`config.mk`:
```
export PLATFORM = sky130hd
export DESIGN_NAME = tvdfl_fifo
export DESIGN_NICKNAME = d
export VERILOG_FILES = /design/src/hdl/tvdfl_pkg.sv /design/src/hdl/tvdfl_fifo.sv
export SDC_FILE = /design/constraint.sdc
export NUM_CORES = 1
export LEC_CHECK = 0
export BUFFER_PORTS_ARGS = -buffer_cell sky130_fd_sc_hd__buf_2
export CORE_MARGIN = 2
export CORE_UTILIZATION = 52
export DETAILED_ROUTE_END_ITERATION = 12
export PLACE_DENSITY = 0.79
export SLEW_MARGIN = 20
export SYNTH_ARGS = -nofsm -noshare
export SYNTH_HDL_FRONTEND = slang
export SYNTH_SLANG_ARGS = --single-unit
export TNS_END_PERCENT = 30
```
`constraint.sdc`:
```
create_clock -name clk -period 3 [get_ports clk]
set_input_delay 0.45 -clock clk [delete_from_list [all_inputs] [get_ports clk]]
set_output_delay 0.45 -clock clk [all_outputs]
set_load 0.005 [all_outputs]
```
`src/hdl/tvdfl_pkg.sv`:
```
// shared types and constants for the tvd flux limiter unit
package tvdfl_pkg;

  localparam int FRAC_BITS_DEF = 16;
  localparam int INT_BITS_DEF  = 16;
  localparam int KIND_W        = 4;
  localparam int QUEUE_DEPTH   = 2;

  typedef enum logic [KIND_W-1:0] {
    LK_SB_FLUX  = 4'd0,
    LK_BA_FLUX  = 4'd1,
    LK_VL_FLUX  = 4'd2,
    LK_VA_FLUX  = 4'd3,
    LK_MM_FLUX  = 4'd4,
    LK_SB_SLOPE = 4'd5,
    LK_BA_SLOPE = 4'd6,
    LK_VL_SLOPE = 4'd7,
    LK_VA_SLOPE = 4'd8,
    LK_MM_SLOPE = 4'd9,
    LK_ZERO     = 4'd10
  } lk_t;

  typedef struct packed {
    logic full;
    logic empty;
  } fifo_stat_t;

endpackage

```
`src/hdl/tvdfl_fifo.sv`:
```
// small register queue with full and empty status
module tvdfl_fifo #(
  parameter int WIDTH = 8,
  parameter int DEPTH = 2
) (
  input  logic               clk,
  input  logic               rst,
  input  logic               push,
  input  logic [WIDTH-1:0]   wdata,
  input  logic               pop,
  output logic [WIDTH-1:0]   rdata,
  output tvdfl_pkg::fifo_stat_t stat
);
  import tvdfl_pkg::*;

  localparam int AW = (DEPTH > 1) ? $clog2(DEPTH) : 1;
  localparam int CW = $clog2(DEPTH + 1);

  logic [WIDTH-1:0] mem [DEPTH];
  logic [AW-1:0] wr_ptr;
  logic [AW-1:0] rd_ptr;
  logic [CW-1:0] count;
  logic do_push;
  logic do_pop;

  assign stat.full  = (count == CW'(DEPTH));
  assign stat.empty = (count == '0);
  assign do_push = push && !stat.full;
  assign do_pop  = pop && !stat.empty;
  assign rdata   = mem[rd_ptr];

  always_ff @(posedge clk) begin
    if (do_push) begin
      mem[wr_ptr] <= wdata;
    end
  end

  always_ff @(posedge clk) begin
    if (rst) begin
      wr_ptr <= '0;
      rd_ptr <= '0;
      count  <= '0;
    end else begin
      if (do_push) begin
        wr_ptr <= (wr_ptr == AW'(DEPTH - 1)) ? '0 : wr_ptr + 1'b1;
      end
      if (do_pop) begin
        rd_ptr <= (rd_ptr == AW'(DEPTH - 1)) ? '0 : rd_ptr + 1'b1;
      end
      if (do_push && !do_pop) begin
        count <= count + 1'b1;
      end else if (do_pop && !do_push) begin
        count <= count - 1'b1;
      end
    end
  end

endmodule

```
==> implementation parameters <==
Parameter                              Value

GRT
  Maximum number of pins on one net before global-route repair ... 12
  Vias in the first global route ... around 440
  Total grt overflow ... 0
  Initial antenna violation count ... 0
  All-layer global routing usage ... about 16%
  First-pass GRT wire length ... 2010 um

Finish
  Proportion of layout cells with a drive suffix above 1 ... about 45%
  Filler-free cell count of the finished design ... 90
  Filler cell count ... about 120
  Final #Nets ... 88
  Multi-input combinational cell area ... roughly 200 um^2
  Layout Area Growth over Synthesis ... 18.5%
  Reg area ... 581 um^2
  Final Util ... between 60% and 70%
  Diode insertion count for antenna repair ... 0

Synth
  Synthesis warning total ... 0
  Distinct cell type count after synthesis ... 13
  Yosys top cell area share ... 60.6%
  Flops & latches, synth ... 21
  Syn Area/Cell ... roughly 16 um^2
  Sequential fraction of the synthesis area ... around three quarters
  Cells after synthesis ... 50
  Net count after synthesis ... 63
  Flip-flop cell with the highest count after synthesis ... edfxtp_1
  Largest area contributor in the synthesized netlist ... edfxtp_1
  Netlist area before placement ... about 800 um^2
  Post-synth EDFFs ... 16
  Top cells by area, synth ... edfxtp_1 61%, dfxtp_1 13%, mux2_2 11%, xor2_1 3.3%, nor2_1 2.4%
  Dominant cell by count in the synthesized netlist ... edfxtp_1
  Top cells by count, synth ... 16 x edfxtp_1, 8 x mux2_2, 5 x dfxtp_1, 5 x nor2_1
  Async set or reset register ratio after synthesis ... 0%

Critical path
  Critical path's largest stage delay ... roughly 0.55 ns
  Reg-to-reg critical path startpoint ... count[0]$_SDFFE_PP0P_
  Number of buffer and inverter stages on the critical path ... 1
  Kind of critical path ... reg2out
  Data required time at the worst endpoint ... 2.55 ns
  Max FO, Critical Path ... 8
  Arrival @ worst endpoint ... between 1 and 1.5 ns
  Setup slack on the worst flop-to-flop path ... between 1 and 1.5 ns
  Total stage count of the critical path ... 2
  Kind of end point of the critical path ... output pin
  Kind of start point of the critical path ... flop
  List of cells traversed by the critical path ... mux2_2 > buf_2
  Worst r2r path cells ... 4
  Family with the most delay on the worst path ... flip-flops
  Endpoint of the lowest-slack register-to-register path ... count[1]$_SDFFE_PP0P_
  Critical path's slowest cell ... dfxtp_1

Drt
  DRC viols ... 0
  Total wire length after detailed routing ... 1220 um
  Total via count after detailed routing ... ~450
  Via-per-instance ratio ... approximately 5.0
  Drt first pass iters ... 1
  Starting DRC count in detailed routing ... 0
  Average wire per standard cell ... between 10 and 15 um
  Final ANT Viol Nets ... 0

Placement
  Port Buffer Count ... 21
  Placed wire-length estimate ... between 800 and 900 um
  Weighted congestion reported at the end of routability-driven placement ... between 0.6 and 0.7
  Number of instances in the placed design ... 86

Timing
  Share of the cycle needed by the critical path after routing ... 59.7%
  Slew Viols, Final ... 0
  Setup skew after layout ... 0.00156 ns
  Setup TNS Final ... 0 ns
  Highest attainable clock frequency ... between 500 and 600 MHz
  Time the worst path needs with I/O delays and setup ... 1.79 ns
  Number of hold violations in the final report ... 0
  RSZ-0062 raised after global routing ... no
  Tightest Pin Transition ... 0.372 ns
  Max-slew headroom at the worst pin ... about three quarters
  Final setup violating endpoints ... 0

Clock network
  Total setup buffers inserted after CTS ... 0
  Clock slew at reported path FFs ... approximately 0.10 ns
  Clock root buffer ... clkbuf_4
  Clock insertion delay at the later pin of the skew report ... between 0.2 and 0.3 ns
  Clock Sinks ... 21
  Clock tree from TritonCTS ... done
  H-tree levels ... 1
  Count of instances resized after the clock tree is built ... 0
  Clock buffer count from CTS ... 3
  Deepest clock path buffer count ... 2
  Hold buffer count at cts ... 0

Floorplan
  Initial Utilization ... between 50 and 60%
  I/O pin total ... 22
  Die area ... ~1900 um^2
  Width of the chip ... between 40 and 50 um
  Height of the chip ... 43.1 um
  Area of the core ... between 1000 and 1500 um^2
  Number of rows created at floorplan ... 14

Run status
  Outcome ... finished clean

Worst hold path
  Hold Path Depth ... 1
  Min-delay src ... wdata[5]
  Path type of the worst min-delay path ... in2reg
  Worst hold endpoint ... mem[0][5]$_DFFE_PP_

Power and ir drop
  Cell Pwr Density ... slightly below 800 nW/um^2
  Leak pwr ... ~0.38 nW
  Max IR drop VDD ... approximately 0.4 mV

Job
  Total of max-cap violations ... 0
-- logic make-up after synthesis --
kind of cell	Yosys count	synth area share, %
flops	21	73.2
simple gates	9	5.84
mux	8	11.4
compound gates	5	3.15
xor+xnor	3	3.31
buf+inv	3	1.58
fa+ha+maj	1	1.58
-- power by group --
| part | switching [W] | internal [W] |
|---|---|---|
| combinational | 0.0000926 | 0.000113 |
| sequential | 0.0000405 | 0.000371 |
| clock | 0.0000760 | 0.0000517 |
-- state kept, by name, summed over array words and instances (netlist names), named ones only --
signal and cells:
wr_ptr 1, mem 16, count 2, rd_ptr 1
-- layout by cell type (no fill, tap or decap) --
master	count
nor2b_2	1
ha_1	1
inv_1	2
mux2_2	8
and2_1	1
clkbuf_1	1
a21oi_1	2
dfxtp_1	5
buf_2	21
xor2_1	3
or3_1	2
clkbuf_4	3
nor2_1	5
o21ai_0	3
edfxtp_1	16
-- metrics by stage --
| step | hold slack (ns) | power [W] | area, um^2 | worst slack [ns] |
|---|---|---|---|---|
| after floorplan | 0.452 | 0.000547 | 793 | 1.54 |
| after global placement | 0.468 | 0.000615 | 913 | 1.45 |
| after detailed placement | 0.480 | 0.000627 | 913 | 1.39 |
| after CTS | 0.334 | 0.000755 | 940 | 1.19 |
| after global routing | 0.315 | 0.000802 | 940 | 1.13 |
| final | 0.345 | 0.000745 | 940 | 1.21 |
-- metal layers --
metal  GRT usage [%]  up-vias  wire (um)
met2            24.2       13        635
li1                -      227          -
met4            10.9        0          8
met1            20.9      209        517
met3            2.55        2         54
met5               0        -          0
-- how the worst max path moves through the flow --
stage	slack, ns	from	end
6_report	1.21	flop	rdata[0]
5_1_grt	1.13	flop	rdata[2]
4_1_cts	1.19	flop	rdata[2]
3_5_place_dp	1.39	pop	count[1]$_SDFFE_PP0P_
3_3_place_gp	1.45	pop	count[1]$_SDFFE_PP0P_
2_1_floorplan	1.54	count[0]$_SDFFE_PP0P_	count[1]$_SDFFE_PP0P_
-- cell type report --
class | count | area share (%)
Multi-Input combinational cell | 26 | 21.3
Timing Repair Buffer | 21 | 11.2
Clock buffer | 4 | 2.80
Inverter | 2 | 0.799
Tap cell | 16 | 2.13
Sequential cell | 21 | 61.8
(Power assumes the default switching activity.)
